## src/rtl/mhpq_pkg.sv

```systemverilog
// Shared types and constants for the max-heap priority queue.
// Used by the controller, the datapath and the top level; depends on nothing.
package mhpq_pkg;

	localparam int CAPACITY    = 127;
	localparam int VALUE_WIDTH = 32;
	localparam int IDX_W       = $clog2(CAPACITY + 1);
	localparam int DEPTH       = 1 << IDX_W;

	localparam logic CMD_INSERT = 1'b0;
	localparam logic CMD_REMOVE = 1'b1;

	localparam logic [1:0] STAT_OK    = 2'd0;
	localparam logic [1:0] STAT_EMPTY = 2'd1;
	localparam logic [1:0] STAT_FULL  = 2'd2;

	typedef struct packed {
		logic                           cmd;
		logic signed [VALUE_WIDTH-1:0]  value;
	} mhpq_req_t;

	typedef struct packed {
		logic signed [31:0] removed_value;
		logic [1:0]         status;
		logic [6:0]         count;
		logic signed [31:0] top_value;
		logic               top_valid;
	} mhpq_rsp_t;

	typedef enum logic [2:0] {
		S_IDLE,
		S_UP_CHK,
		S_UP_CMP,
		S_DN_LOAD,
		S_DN_CHK,
		S_DN_CMP,
		S_DONE
	} mhpq_state_t;

	typedef enum logic [1:0] {
		RD_LAST,
		RD_PARENT,
		RD_CHILD
	} mhpq_rd_t;

	// Controller to datapath.
	typedef struct packed {
		logic     start;
		logic     load_last;
		logic     wr_val;
		logic     wr_parent;
		logic     wr_child;
		mhpq_rd_t rd_sel;
	} mhpq_cmd_t;

	// Datapath to controller.
	typedef struct packed {
		logic ins_ok;
		logic rem_more;
		logic at_root;
		logic leaf;
		logic up_move;
		logic dn_move;
	} mhpq_stat_t;

endpackage

```

## src/rtl/mhpq_ctrl.sv

```systemverilog
// Sequencing state machine for heap insert and remove.
// Depends on mhpq_pkg; drives the datapath only through command signals.
module mhpq_ctrl (
	input  logic                clk,
	input  logic                arst_n,
	input  logic                req_valid,
	input  logic                out_free,
	input  mhpq_pkg::mhpq_stat_t st,
	output mhpq_pkg::mhpq_cmd_t  cmd,
	output logic                req_stall,
	output logic                emit
);
	import mhpq_pkg::*;

	mhpq_state_t state_q, state_nxt;

	always_ff @(posedge clk or negedge arst_n) begin
		if (!arst_n) begin
			state_q <= S_IDLE;
		end else begin
			state_q <= state_nxt;
		end
	end

	always_comb begin
		state_nxt = state_q;
		case (state_q)
			S_IDLE: begin
				if (req_valid) begin
					if (st.ins_ok) state_nxt = S_UP_CHK;
					else if (st.rem_more) state_nxt = S_DN_LOAD;
					else state_nxt = S_DONE;
				end
			end
			S_UP_CHK:  state_nxt = st.at_root ? S_DONE : S_UP_CMP;
			S_UP_CMP:  state_nxt = st.up_move ? S_UP_CHK : S_DONE;
			S_DN_LOAD: state_nxt = S_DN_CHK;
			S_DN_CHK:  state_nxt = st.leaf ? S_DONE : S_DN_CMP;
			S_DN_CMP:  state_nxt = st.dn_move ? S_DN_CHK : S_DONE;
			S_DONE:    state_nxt = out_free ? S_IDLE : S_DONE;
			default:   state_nxt = S_IDLE;
		endcase
	end

	always_comb begin
		cmd       = '0;
		cmd.rd_sel = RD_LAST;
		emit      = 1'b0;
		req_stall = (state_q != S_IDLE);
		case (state_q)
			S_IDLE: begin
				cmd.start  = req_valid;
				cmd.rd_sel = RD_LAST;
			end
			S_UP_CHK: begin
				cmd.rd_sel = RD_PARENT;
				cmd.wr_val = st.at_root;
			end
			S_UP_CMP: begin
				cmd.rd_sel    = RD_PARENT;
				cmd.wr_parent = st.up_move;
				cmd.wr_val    = !st.up_move;
			end
			S_DN_LOAD: begin
				cmd.load_last = 1'b1;
			end
			S_DN_CHK: begin
				cmd.rd_sel = RD_CHILD;
				cmd.wr_val = st.leaf;
			end
			S_DN_CMP: begin
				cmd.rd_sel   = RD_CHILD;
				cmd.wr_child = st.dn_move;
				cmd.wr_val   = !st.dn_move;
			end
			S_DONE: begin
				emit = out_free;
			end
			default: begin
				cmd.rd_sel = RD_LAST;
			end
		endcase
	end

endmodule

```

## config.mk

```make
export PLATFORM = sky130hd
export DESIGN_NAME = mhpq_ctrl
export DESIGN_NICKNAME = d
export VERILOG_FILES = /design/src/rtl/mhpq_pkg.sv /design/src/rtl/mhpq_ctrl.sv
export SDC_FILE = /design/constraint.sdc
export NUM_CORES = 1
export LEC_CHECK = 0
export BUFFER_PORTS_ARGS = -buffer_cell sky130_fd_sc_hd__buf_2
export CORE_AREA = 2 2 39 41
export CTS_BUF_LIST = sky130_fd_sc_hd__clkbuf_8
export CTS_CLUSTER_SIZE = 30
export DETAILED_ROUTE_END_ITERATION = 10
export DIE_AREA = 0 0 41 43
export REMOVE_ABC_BUFFERS = 1
export SLEW_MARGIN = 20
export SYNTH_ARGS = -nofsm -noshare
export SYNTH_HDL_FRONTEND = slang
export SYNTH_SLANG_ARGS = --single-unit
```

## constraint.sdc

```tcl
create_clock -name clk -period 1.45 [get_ports clk]
set_input_delay 0.0725 -clock clk [delete_from_list [all_inputs] [get_ports clk]]
set_output_delay 0.0725 -clock clk [all_outputs]
set_load 0.01 [all_outputs]
```

## Yosys cells after proc, flatten, opt, wreduce, memory -nomap -nowiden

Cells that the tools add are included.
W data, S select, Z words.

| cells by class | value |
|---|---|
| equal/unequal tests | 7 |
| multiplexer cells | 16 |
| reductions and logical operators | 6 |

Operators with widths:

| operator | number |
|---|---|
| $pmux W3 S7 | 1 |
| $mux W3 | 6 |
| $eq A3 B3 Y1 const B | 3 |
| $eq A3 B2 Y1 const B | 2 |
| $mux W1 | 5 |
| $mux W2 | 2 |
| $pmux W1 S4 | 1 |
| $pmux W2 S2 | 1 |
| $reduce_or A2 Y1 | 2 |
| $eq A3 B1 Y1 const B | 1 |
| $logic_not A3 Y1 | 1 |
| $reduce_bool A3 Y1 | 1 |
| $logic_not A1 Y1 | 2 |
| $ne A2 B2 Y1 const B | 1 |

| word-level totals | value |
|---|---|
| flip-flop bits (word level) | 3 |
| bits of input ports | 10 |
| logic and storage cells | 30 |

## Depth between registers and ports, before layout

Gate-level depths: netlist of run 1.

| logic depth | value |
|---|---|
| depth after elaboration | 4 |
| depth in mapped cells | 5 |

## Worst setup path before layout of run 1

No wires, ideal clock.

| path | value |
|---|---|
| kind | register to register |
| start point | register state_q[1] |
| end point | register state_q[1] |
| cell stages (with the launch flop) | 5 |
| data arrival time | 1.041 ns |
| setup slack | 0.275 ns |
| clock period less this slack | 1.175 ns |
| path through | dfrtp_1 > buf_2 > or3_4 > o21ai_2 > a31oi_1 |

| between the ends | value |
|---|---|
| word-level cells in the longest chain between the ends | 2 |
| elaborated cells on any way between the ends | 9 |
| those cells by class | 7 x eq/ne; 1 x mux; 1 x reduce/logical |

RTL lines:

| element | RTL line | source |
|---|---|---|
| from (decl) | mhpq_ctrl.sv:15 | `mhpq_state_t state_q, state_nxt;` |
| from (signal assigned) | mhpq_ctrl.sv:21 | `state_q <= state_nxt;` |
| $eq A3 B3 Y1 (tied with other cells) | mhpq_ctrl.sv:27 | `case (state_q)` |
| $pmux W3 S7 or $ne A2 B2 Y1 (tied branches) | n/a |  |

Several ways; a longest one is shown, not always the timed one.
A chain may end at the register's enable or synchronous reset.

==> results of run 1 <==
==> repair_timing <==
action	CTS	global route
endpoints found under the setup margin	1	2
buffers inserted	1	1
hold buffers	1	0
resized for setup	0	2
endpoints found under the hold margin	3	0
==> worst register-to-register path: stages, from the launching register on <==
cell	delay [ps]
sky130_fd_sc_hd__dfrtp_1	420
sky130_fd_sc_hd__nand2b_1	200
sky130_fd_sc_hd__buf_4	150
sky130_fd_sc_hd__a21oi_1	100
sky130_fd_sc_hd__o21ai_0	90
sky130_fd_sc_hd__a31oi_1	170
==> synth_stat cells <==
cell                       instances
sky130_fd_sc_hd__nand2_1           5
sky130_fd_sc_hd__inv_1             4
sky130_fd_sc_hd__a21oi_1           3
sky130_fd_sc_hd__dfrtp_1           3
sky130_fd_sc_hd__nor2_1            3
sky130_fd_sc_hd__nor3_1            3
sky130_fd_sc_hd__o211ai_1          3
sky130_fd_sc_hd__buf_2             2
sky130_fd_sc_hd__o21ai_0           2
sky130_fd_sc_hd__or3_4             2
sky130_fd_sc_hd__a211oi_1          1
sky130_fd_sc_hd__a21o_2            1
sky130_fd_sc_hd__a21oi_2           1
sky130_fd_sc_hd__a31oi_1           1
sky130_fd_sc_hd__a41oi_1           1
sky130_fd_sc_hd__and3_2            1
sky130_fd_sc_hd__buf_6             1
sky130_fd_sc_hd__inv_4             1
sky130_fd_sc_hd__nand2b_1          1
sky130_fd_sc_hd__nand3_1           1
sky130_fd_sc_hd__nor4_1            1
sky130_fd_sc_hd__o21ai_2           1
==> power by group <==
group	switching (mW)	internal, mW
clock	0.0578	0.180
sequential	0.0812	0.131
combinational	0.317	0.298
total	0.456	0.609
==> metrics by stage <==
step / cells / cell area, µm² / worst slack (ps) / power, mW / hold slack [ps]
floorplan: 39 / 285 / 225 / 0.542 / -223
global placement: 76 / 418 / 211 / 0.771 / -128
detailed placement: 76 / 418 / 232 / 0.766 / -128
CTS: 82 / 480 / 16.8 / 1.04 / 136
global route: 83 / 490 / 6.42 / 1.15 / 146
finish: 83 / 490 / 73.6 / 1.06 / 140
==> cells by family after synthesis <==
| logic type | synth area share |
|---|---|
| buf+inv | 0.139 |
| simple gates | 0.302 |
| compound gates | 0.314 |
| flops | 0.245 |
==> worst min path at each step <==
stage | start | end | cells after the start
after floorplan | arst_n | state_q[0]$_DFFE_PN0P_ | 0
after global placement | arst_n | state_q[0]$_DFFE_PN0P_ | 1
after detailed placement | arst_n | state_q[2]$_DFFE_PN0P_ | 1
after CTS | st[2] | state_q[0]$_DFFE_PN0P_ | 3
after global routing | st[2] | state_q[0]$_DFFE_PN0P_ | 3
final | st[2] | state_q[0]$_DFFE_PN0P_ | 3
==> area by class of cell <==
type	count	area (µm²)
fill	157	893
multi-input combinational	31	189
timing repair buffer	24	138
sequential	3	77.6
clock buffer	3	41.3
inverter	5	21.3
tap	16	20.0
clock inverter	1	3.75
==> placed cells by master, fill, tap and decap left out, types with 2 or more instances in the layout <==
cell and n:
sky130_fd_sc_hd__nor2_1 3, sky130_fd_sc_hd__a21oi_1 3, sky130_fd_sc_hd__inv_1 5, sky130_fd_sc_hd__buf_4 5, sky130_fd_sc_hd__o21ai_0 2, sky130_fd_sc_hd__or3_4 2, sky130_fd_sc_hd__nor3_1 3, sky130_fd_sc_hd__clkbuf_8 3
sky130_fd_sc_hd__nand2_1 5, sky130_fd_sc_hd__dfrtp_2 2, sky130_fd_sc_hd__o211ai_1 3, sky130_fd_sc_hd__buf_2 18
==> metal layers <==
layer  vias up  GRT usage  wire (µm)
met5         -          0          0
met3         4     0.0471         76
met4         0     0.0800         28
met2        18      0.166        438
li1        199          -          -
met1       189      0.162        399
==> PnR_summary.wiki, run 1 <==
{| class="wikitable"
! Metric !! Value
|-
| Critical path depth in cells || 5
|-
| Distinct cell type count after synthesis || 22
|-
| Initial antenna violation count || 0
|-
| Layout Skew || roughly 0.8 ps
|-
| Starting utilization of the core area || 0.222
|-
| Die extent in y || 43 µm
|-
| Final worst path period share || 0.949
|-
| Crit path max-delay cell type || sky130_fd_sc_hd__dfrtp_2
|-
| Site row count || 14
|-
| Crit path capture type || primary output
|-
| Number of buffers and inverters on the critical path || 1
|-
| Areal power density over the cells || between 2000 and 2500 nW/µm²
|-
| Inserted Clock Buffers || 3
|-
| I/O pin count || 19
|-
| Type of origin of the critical path || flip-flop
|-
| N_diodes || 0
|-
| Static Leakage || between 0.2 and 0.3 nW
|-
| Synth Area per Inst || 7.30 µm²
|-
| VDD IR-drop max || 1.00 mV
|-
| Total congestion overflow || 0
|-
| Data required time at the worst endpoint || 1380 ps
|-
| Portion of synthesized cell area occupied by the leading cell type || 0.245
|-
| Clock tree from TritonCTS || built
|-
| Global-route wire length before repair || 1.44 mm
|-
| Achievable frequency || 727 MHz
|-
| Post-synthesis instance area || 307 µm²
|-
| Library cell with the largest summed area after synthesis || sky130_fd_sc_hd__dfrtp_1
|-
| Data arrival time of the critical path || between 1000 and 1500 ps
|-
| Count of final max-slew check failures || 0
|-
| Number of flip-flops under the largest register name || 3
|-
| Number of buffers added on ports || 18
|-
| Number of clock sinks seen by CTS || 3
|-
| Fin Setup TNS || 0 ps
|-
| Final critical delay including setup and external delays || ~1400 ps
|-
| Pin count of the biggest net entering global routing || 12
|-
| Post-synthesis cell count || 42
|-
| Depth of the most critical reg-to-reg path || 5
|-
| Share of post-route cells with drive strength above 1 || 0.522
|-
| Number of vias in the routed layout || 410
|-
| Count of TritonRoute iterations in the first routing pass || 4
|-
| Largest registers || state_q (3)
|-
| Type of the worst min-delay path || input port to flip-flop
|-
| Number of global-route vias before repair || 348
|-
| Final setup viols || 0
|-
| Routed Antenna Nets || 0
|-
| Flip-flop and latch count after synthesis || 3
|-
| Max capacitance violation total || 0
|-
| Capturing point of the worst reg2reg path || state_q[1]$_DFFE_PN0P_
|-
| Post-route DRC || 0
|-
| Launching element of the worst setup path || state_q[1]$_DFFE_PN0P_
|-
| Vias per Instance || 4.94
|-
| Setup CP Type || flip-flop to primary output
|-
| Number of violations reported at the end of detailed-routing iteration 0 || 16
|-
| Routability congestion estimate || between 0.8 and 0.9
|-
| Actual slew at the worst max-slew pin || 239 ps
|-
| Setup repair after global routing missed its margin || no
|-
| Number of warnings reported in the yosys synthesis log || 0
|-
| Crit Path Max Fanout || 11
|-
| Area added between synthesis and finish || 60.0%
|-
| FF-to-FF Start || state_q[0]$_DFFE_PN0P_
|-
| Cells along the critical path || nand2b_1 > nor3_1 > a41oi_1 > nand2_1 > buf_2
|-
| Post-DP HPWL || 696 µm
|-
| Share of the yosys chip area belonging to registers || 0.245
|-
| Max-slew headroom at the worst pin || 0.839
|-
| Family of cells with the greatest summed delay on the critical path || flip-flops
|-
| CTS Buffer Depth || 2
|-
| Worst-skew pair later-pin latency || 220 ps
|-
| Delay of the slowest cell on the worst path || approximately 460 ps
|-
| Critical path endpoint || cmd[4]
|-
| Number of nets in the finished design || 78
|-
| Placeable Area || around 1400 µm²
|-
| H-Tree Depth || 1
|-
| Die width || 41 µm
|-
| Detailed-route wire length || 942 µm
|-
| Setup slack, reg-to-reg || around 240 ps
|-
| CTS root buf || sky130_fd_sc_hd__clkbuf_8
|-
| Top area cells in the synthesized netlist || sky130_fd_sc_hd__dfrtp_1 24%, sky130_fd_sc_hd__o211ai_1 7.3%, sky130_fd_sc_hd__or3_4 7.3%, sky130_fd_sc_hd__nand2_1 6.1%, sky130_fd_sc_hd__a21oi_1 4.9%
|-
| Per-cell routed wire length || 11.3 µm
|-
| Status || completed
|-
| Die footprint || 1760 µm²
|-
| Util after Layout || 0.354
|-
| Clock-pin transition on the worst setup and hold timing paths || 30 ps
|-
| Gr usage total || 0.125
|-
| Endpoints failing hold || 0
|-
| Top register by number of flip-flops || state_q
|}
Note: power is estimated with default switching activity, not from simulation.
==> inputs of run 2 (changes only) <==
==> constraint.sdc (replaced) <==
create_clock -name clk -period 1.45 [get_ports clk]
set_input_delay 0.29 -clock clk [delete_from_list [all_inputs] [get_ports clk]]
set_output_delay 0.29 -clock clk [all_outputs]
set_load 0.01 [all_outputs]
==> run 2 against run 1 <==
  * Design area is 13% higher
  * Non-clock buffer count up 5
  * Die area unchanged
  * Largest cell class unchanged
  * Register-to-register slack worse by 90 ps
  * Largest power group unchanged
  * Utilization grew 4.4 points
  * The run now ends with negative setup slack left
==> PnR_summary.wiki, run 2 (synthesis results as in run 1) <==
{| class="wikitable"
! Metric !! Value
|-
| Status || complete, but fails checks (was completed)
|-
| Violations in the final reports || negative setup slack
|-
| H-Tree Depth || 1 (unchanged)
|-
| Count of final max-slew check failures || 0 (unchanged)
|-
| Number of nets in the finished design || 83 (was 78)
|-
| Vias per Instance || 4.78 (was 4.94)
|-
| Delay of the slowest cell on the worst path || 430 ps (was 460 ps)
|-
| Data arrival time of the critical path || 1260 ps (was 1300 ps)
|-
| Global-route wire length before repair || 1.58 mm (was 1.44 mm)
|-
| Type of the worst min-delay path || input port to flip-flop (unchanged)
|-
| Detailed-route wire length || 1.03 mm (was 942 µm)
|-
| Switching power total || 0.504 mW (was 0.456 mW)
|-
| Pin count of the biggest net entering global routing || 8 (was 12)
|-
| Crit Path Max Fanout || 5 (was 11)
|-
| Number of global-route vias before repair || 381 (was 348)
|-
| Max-slew headroom at the worst pin || 0.835 (was 0.839)
|-
| Post-placement cell count || 80 (was 76)
|-
| Final worst path period share || 1.07 (was 0.949)
|-
| Util after Layout || 0.399 (was 0.354)
|-
| Share of post-route cells with drive strength above 1 || 0.639 (was 0.522)
|-
| Fin Setup TNS || -318 ps (was 0 ps)
|-
| Achievable frequency || 647 MHz (was 727 MHz)
|-
| Sw frac || 0.420 (was 0.428)
|-
| Count of TritonRoute iterations in the first routing pass || 4 (unchanged)
|-
| Capturing point of the worst reg2reg path || state_q[1]$_DFFE_PN0P_ (unchanged)
|-
| Final setup margin || -95.8 ps (was 73.6 ps)
|-
| Cells along the critical path || or3_4 > nor2_2 > buf_2 (was nand2b_1 > nor3_1 > a41oi_1 > nand2_1 > buf_2)
|-
| Per-cell routed wire length || 11.6 µm (was 11.3 µm)
|-
| Inserted Clock Buffers || 3 (unchanged)
|-
| Power after layout || 1.20 mW (was 1.06 mW)
|-
| Number of standard cells in the layout, taps in and fillers out || 88 (was 83)
|-
| Met3 usage in global routing || 0.0314 (was 0.0471)
|-
| N_diodes || 0 (unchanged)
|-
| CTS root buf || sky130_fd_sc_hd__clkbuf_8 (unchanged)
|-
| Top register by number of flip-flops || state_q (unchanged)
|-
| Number of clock sinks seen by CTS || 3 (unchanged)
|-
| Routed Antenna Nets || 0 (unchanged)
|-
| Hold Path Stages || 3 (unchanged)
|-
| Depth of the most critical reg-to-reg path || 4 (was 5)
|-
| Hold Crit Start || st[2] (unchanged)
|-
| Data required time at the worst endpoint || 1160 ps (was 1380 ps)
|-
| Post-DP HPWL || 679 µm (was 696 µm)
|-
| Setup repair after global routing missed its margin || yes (was no)
|-
| Clock tree from TritonCTS || built (unchanged)
|-
| Type of origin of the critical path || flip-flop (unchanged)
|-
| CTS Buffer Depth || 2 (unchanged)
|-
| Static Leakage || 0.276 nW (was 0.252 nW)
|-
| Number of violations reported at the end of detailed-routing iteration 0 || 7 (was 16)
|-
| Fraction of power consumed by the clock network || 0.200 (was 0.224)
|-
| Number of vias in the routed layout || 421 (was 410)
|-
| Final setup viols || 6 (was 0)
|-
| Most crowded layer after global routing || met2 (unchanged)
|-
| Routability congestion estimate || 0.853 (was 0.882)
|-
| I/O pin count || 19 (unchanged)
|-
| Final critical delay including setup and external delays || 1550 ps (was 1380 ps)
|-
| Max capacitance violation total || 0 (unchanged)
|-
| Largest registers || state_q (3) (unchanged)
|-
| Met1 Resource Use GR || 0.175 (was 0.162)
|-
| Endpoints failing hold || 0 (unchanged)
|-
| Post-route DRC || 0 (unchanged)
|-
| Site row count || 14 (unchanged)
|-
| Most frequent cells in the layout || 18 x sky130_fd_sc_hd__buf_2, 10 x sky130_fd_sc_hd__buf_4, 5 x sky130_fd_sc_hd__nand2_1, 5 x sky130_fd_sc_hd__inv_1 (was 18 x sky130_fd_sc_hd__buf_2, 5 x sky130_fd_sc_hd__nand2_1, 5 x sky130_fd_sc_hd__inv_1, 5 x sky130_fd_sc_hd__buf_4)
|-
| FF-to-FF Start || state_q[0]$_DFFE_PN0P_ (unchanged)
|-
| Gr usage total || 0.135 (was 0.125)
|-
| Number of buffers added on ports || 18 (unchanged)
|-
| Die width || 41 µm (unchanged)
|-
| Starting utilization of the core area || 0.222 (unchanged)
|-
| Worst-skew pair later-pin latency || 220 ps (about the same)
|-
| Die footprint || 1760 µm² (unchanged)
|-
| Clock-pin transition on the worst setup and hold timing paths || 30 ps (about the same)
|-
| Minimum hold slack || 356 ps (was 140 ps)
|-
| Total congestion overflow || 0 (unchanged)
|-
| Met2 track demand over resource || 0.184 (was 0.166)
|-
| Setup CP Type || flip-flop to primary output (unchanged)
|-
| Most common cell after layout, fill and taps aside || sky130_fd_sc_hd__buf_2 (unchanged)
|-
| Combinational power share || 0.629 (was 0.577)
|-
| Layout Skew || 1.28 ps (was 0.785 ps)
|-
| VDD IR-drop max || 0.701 mV (was 1.00 mV)
|-
| Endpoint, Worst Hold || state_q[0]$_DFFE_PN0P_ (unchanged)
|-
| Cell-internal power || 0.694 mW (was 0.609 mW)
|-
| Sequential Power Share || 0.171 (was 0.199)
|-
| Initial antenna violation count || 0 (unchanged)
|-
| Area added between synthesis and finish || 80.0% (was 60.0%)
|-
| Crit path capture type || primary output (unchanged)
|-
| Die extent in y || 43 µm (unchanged)
|-
| Actual slew at the worst max-slew pin || 245 ps (was 239 ps)
|-
| Placeable Area || 1380 µm² (unchanged)
|-
| Number of flip-flops under the largest register name || 3 (unchanged)
|-
| Crit path max-delay cell type || sky130_fd_sc_hd__dfrtp_2 (unchanged)
|-
| Areal power density over the cells || 2170 nW/µm² (about the same)
|-
| Setup slack, reg-to-reg || 150 ps (was 240 ps)
|}
-- run 2: worst max-delay path by stage --
stage / start / to / slack, ps / cells past startpoint
6_report: state_q[0]$_DFFE_PN0P_ / cmd[6] / -100 / 3
5_1_grt: state_q[0]$_DFFE_PN0P_ / cmd[6] / -160 / 3
4_1_cts: state_q[0]$_DFFE_PN0P_ / cmd[4] / -120 / 5
3_5_place_dp: state_q[2]$_DFFE_PN0P_ / cmd[6] / 90 / 3
3_3_place_gp: state_q[2]$_DFFE_PN0P_ / cmd[6] / 90 / 3
2_1_floorplan: state_q[2]$_DFFE_PN0P_ / cmd[6] / 60 / 2
-- run 2: through the flow --
step	setup slack (ps)	area, µm²
final	-95.8	552
after global placement	94.3	448
after global routing	-160	552
after CTS	-115	528
after detailed placement	87.9	448
after floorplan	60.4	285
-- run 2: per-layer routing --
| layer | routed length [µm] | up-vias |
|---|---|---|
| li1 | - | 209 |
| met1 | 434 | 198 |
| met2 | 519 | 12 |
| met3 | 50 | 2 |
| met4 | 21 | 0 |
| met5 | 0 | - |
-- run 2: power by group through the flow --
| stage | Sequential, mW | Clock (mW) | Combinational (mW) |
|---|---|---|---|
| 5_1_grt | 0.212 | 0.249 | 0.823 |
| 2_1_floorplan | 0.215 | 0 | 0.327 |
| 3_5_place_dp | 0.200 | 0 | 0.641 |
| 3_3_place_gp | 0.195 | 0 | 0.644 |
| 4_1_cts | 0.199 | 0.249 | 0.708 |
| 6_report | 0.205 | 0.240 | 0.753 |
-- run 2: critical path, delay by kind of cell, from the launching register on --
family / cells / cell delay (ps)
flops: 1 / 430
buf+inv: 1 / 120
simple gates: 2 / 490
-- run 2: timing repair --
item | 4_1_cts | 5_1_grt
hold endpoints to repair | 3 | 0
gates cloned | 0 | 0
hold buffers | 1 | 0
pin swaps | 1 | 2
buffers inserted | 3 | 0
gates resized for setup | 2 | 6
endpoints found under the setup margin | 7 | 8
-- run 2: cell type report --
class	count	area [µm²]
Fill cell	159	832
Clock buffer	3	41.3
Timing Repair Buffer	29	175
Clock inverter	1	3.75
Tap cell	16	20.0
Inverter	5	21.3
Multi-Input combinational cell	31	211
Sequential cell	3	78.8
==> inputs of run 3 (changes only) <==
RECOVER_POWER = 100   (was unset)
clock period = 1.9 ns   (was 1.45 ns; I/O delays follow)
==> run 3 against run 2 <==
  * The flow now finishes without violations
  * Clock-buffer cell count is the same
  * Utilization shrank 8.3 points
  * Via count down 15%
  * Critical path depth increased by 2
  * Setup slack gained 190 ps
  * Combinational power is 55% lower
  * Non-clock buffer count decreased by 9
  * Global-route usage decreased by 2.1 points
==> PnR_summary.wiki, run 3 (synthesis results as in run 1) <==
{| class="wikitable"
! Metric !! Value
|-
| Gr usage total || 0.114 (was 0.135)
|-
| Share of post-route cells with drive strength above 1 || 0.302 (was 0.639)
|-
| Number of standard cells in the layout, taps in and fillers out || 79 (was 88)
|-
| Number of vias in the routed layout || 358 (was 421)
|-
| Placed cell area || 403 µm² (was 448 µm²)
|-
| Minimum hold slack || 448 ps (was 356 ps)
|-
| Count of TritonRoute iterations in the first routing pass || 4 (unchanged)
|-
| Layout Skew || 1.06 ps (was 1.28 ps)
|-
| Clock-pin transition on the worst setup and hold timing paths || 30 ps (about the same)
|-
| Setup CP Type || flip-flop to primary output (unchanged)
|-
| Number of global-route vias before repair || 319 (was 381)
|-
| CTS Buffer Depth || 2 (unchanged)
|-
| Achievable frequency || ~550 MHz
|-
| Final setup margin || 89.5 ps (was -95.8 ps)
|-
| N_diodes || 0 (unchanged)
|-
| FF-to-FF Start || state_q[2]$_DFFE_PN0P_ (was state_q[0]$_DFFE_PN0P_)
|-
| Number of flip-flops under the largest register name || 3 (unchanged)
|-
| Actual slew at the worst max-slew pin || 368 ps (was 245 ps)
|-
| Type of the worst min-delay path || input port to flip-flop (unchanged)
|-
| Post-route DRC || 0 (unchanged)
|-
| Total congestion overflow || 0 (unchanged)
|-
| Largest registers || state_q (3) (unchanged)
|-
| Total of fill cells in the finished design || 162 (was 159)
|-
| Pre-CTS setup slack || 313 ps (was 87.9 ps)
|-
| Initial antenna violation count || 0 (unchanged)
|-
| CTS root buf || sky130_fd_sc_hd__clkbuf_8 (unchanged)
|-
| Fin area || 437 µm² (was 552 µm²)
|-
| Areal power density over the cells || 1610 nW/µm² (was 2170 nW/µm²)
|-
| Crit Path Max Fanout || 10 (was 5)
|-
| Launching element of the worst setup path || state_q[0]$_DFFE_PN0P_ (unchanged)
|-
| Max-slew headroom at the worst pin || 0.755 (was 0.835)
|-
| Number of clock sinks seen by CTS || 3 (unchanged)
|-
| Routability congestion estimate || 0.799 (was 0.853)
|-
| Die width || 41 µm (unchanged)
|-
| Number of cells upsized or downsized after cts || 0 (was 2)
|-
| H-Tree Depth || 1 (unchanged)
|-
| Site row count || 14 (unchanged)
|-
| Setup repair after global routing missed its margin || no (was yes)
|-
| Post-DP HPWL || 629 µm (was 679 µm)
|-
| Clock tree from TritonCTS || built (unchanged)
|-
| Pin count of the biggest net entering global routing || 12 (was 8)
|-
| Top register by number of flip-flops || state_q (unchanged)
|-
| Status || completed (was complete, but fails checks)
|-
| Crit path capture type || primary output (unchanged)
|-
| Number of violations reported at the end of detailed-routing iteration 0 || 4 (was 7)
|-
| Worst-skew pair later-pin latency || 220 ps (about the same)
|-
| Fin Setup TNS || 0 ps (was -318 ps)
|-
| Per-cell routed wire length || 10.4 µm (was 11.6 µm)
|-
| Final critical delay including setup and external delays || approximately 1800 ps
|-
| Most common cell after layout, fill and taps aside || sky130_fd_sc_hd__buf_2 (unchanged)
|-
| Type of origin of the critical path || flip-flop (unchanged)
|-
| Placeable Area || 1380 µm² (unchanged)
|-
| Die footprint || 1760 µm² (unchanged)
|-
| Inserted Clock Buffers || 3 (unchanged)
|-
| Starting utilization of the core area || 0.222 (unchanged)
|-
| Post-placement cell count || 74 (was 80)
|-
| Static Leakage || 0.203 nW (was 0.276 nW)
|-
| Power after layout || 0.703 mW (was 1.20 mW)
|-
| Count of final max-slew check failures || 0 (unchanged)
|-
| Hold Crit Start || st[2] (unchanged)
|-
| VDD IR-drop max || 0.411 mV (was 0.701 mV)
|-
| Global-route wire length before repair || 1.30 mm (was 1.58 mm)
|-
| Number of buffers added on ports || 18 (unchanged)
|-
| Detailed-route wire length || 818 µm (was 1.03 mm)
|-
| Endpoints failing hold || 0 (unchanged)
|-
| Util after Layout || 0.316 (was 0.399)
|-
| Data arrival time of the critical path || 1430 ps (was 1260 ps)
|-
| Final worst path period share || 0.953
|-
| Data required time at the worst endpoint || 1520 ps (was 1160 ps)
|-
| Routed Antenna Nets || 0 (unchanged)
|-
| Vias per Instance || 4.53 (was 4.78)
|-
| Most frequent cells in the layout || 10 x sky130_fd_sc_hd__buf_2, 8 x sky130_fd_sc_hd__clkbuf_1, 5 x sky130_fd_sc_hd__nand2_1, 5 x sky130_fd_sc_hd__inv_1 (was 18 x sky130_fd_sc_hd__buf_2, 10 x sky130_fd_sc_hd__buf_4, 5 x sky130_fd_sc_hd__nand2_1, 5 x sky130_fd_sc_hd__inv_1)
|-
| Die extent in y || 43 µm (unchanged)
|-
| Number of nets in the finished design || 74 (was 83)
|-
| Area added between synthesis and finish || 42.4% (was 80.0%)
|-
| Final setup viols || 0 (was 6)
|-
| I/O pin count || 19 (unchanged)
|-
| Max capacitance violation total || 0 (unchanged)
|}
[run 3: cell count changes in the layout (fill, tap and decap cells not counted), sizes merged]
cell,delta
buf,-18
clkbuf,+9
[run 3: timing repair]
| action | in CTS | in global routing |
|---|---|---|
| buffers inserted | 0 | 0 |
| hold endpoints to repair | 3 | 0 |
| hold buffers | 1 | 0 |
[run 3: worst paths after layout]
path | end | slack (ps) | cells after the start
max | cmd[4] | 90 | 5
min | state_q[0]$_DFFE_PN0P_ | 450 | 3
max reg2reg | state_q[1]$_DFFE_PN0P_ | 430 | 3
min reg2reg | state_q[0]$_DFFE_PN0P_ | 790 | 2
max in group asynchronous | state_q[1]$_DFFE_PN0P_ | 1250 | 2
min in group asynchronous | state_q[0]$_DFFE_PN0P_ | 500 | 2
[run 3: worst max-delay path, stage by stage, from the launching register on]
cell and delay, ps:
sky130_fd_sc_hd__dfrtp_1 490, sky130_fd_sc_hd__nand2b_1 210, sky130_fd_sc_hd__nor3_1 60, sky130_fd_sc_hd__a41oi_1 230
sky130_fd_sc_hd__nand2_1 80, sky130_fd_sc_hd__buf_2 140
[run 3: power breakdown]
group	internal (mW)	switching [mW]
registers	0.0947	0.0838
clock network	0.138	0.0446
logic	0.146	0.196
[run 3: per-layer routing]
metal | global-route usage | vias to the layer above | wire, µm
li1 | - | 190 | -
met1 | 0.153 | 152 | 381
met2 | 0.141 | 13 | 370
met3 | 0.0314 | 3 | 39
met4 | 0.100 | 0 | 27
met5 | 0 | - | 0
[run 3: final cells by class]
cell class,count,area [µm²],area share
Clock inverter,1,3.75,0.00860
Sequential cell,3,75.1,0.172
Tap cell,16,20.0,0.0458
Clock buffer,3,41.3,0.0946
Inverter,5,21.3,0.0487
Timing Repair Buffer,20,95.1,0.218
Multi-Input combinational cell,31,180,0.413
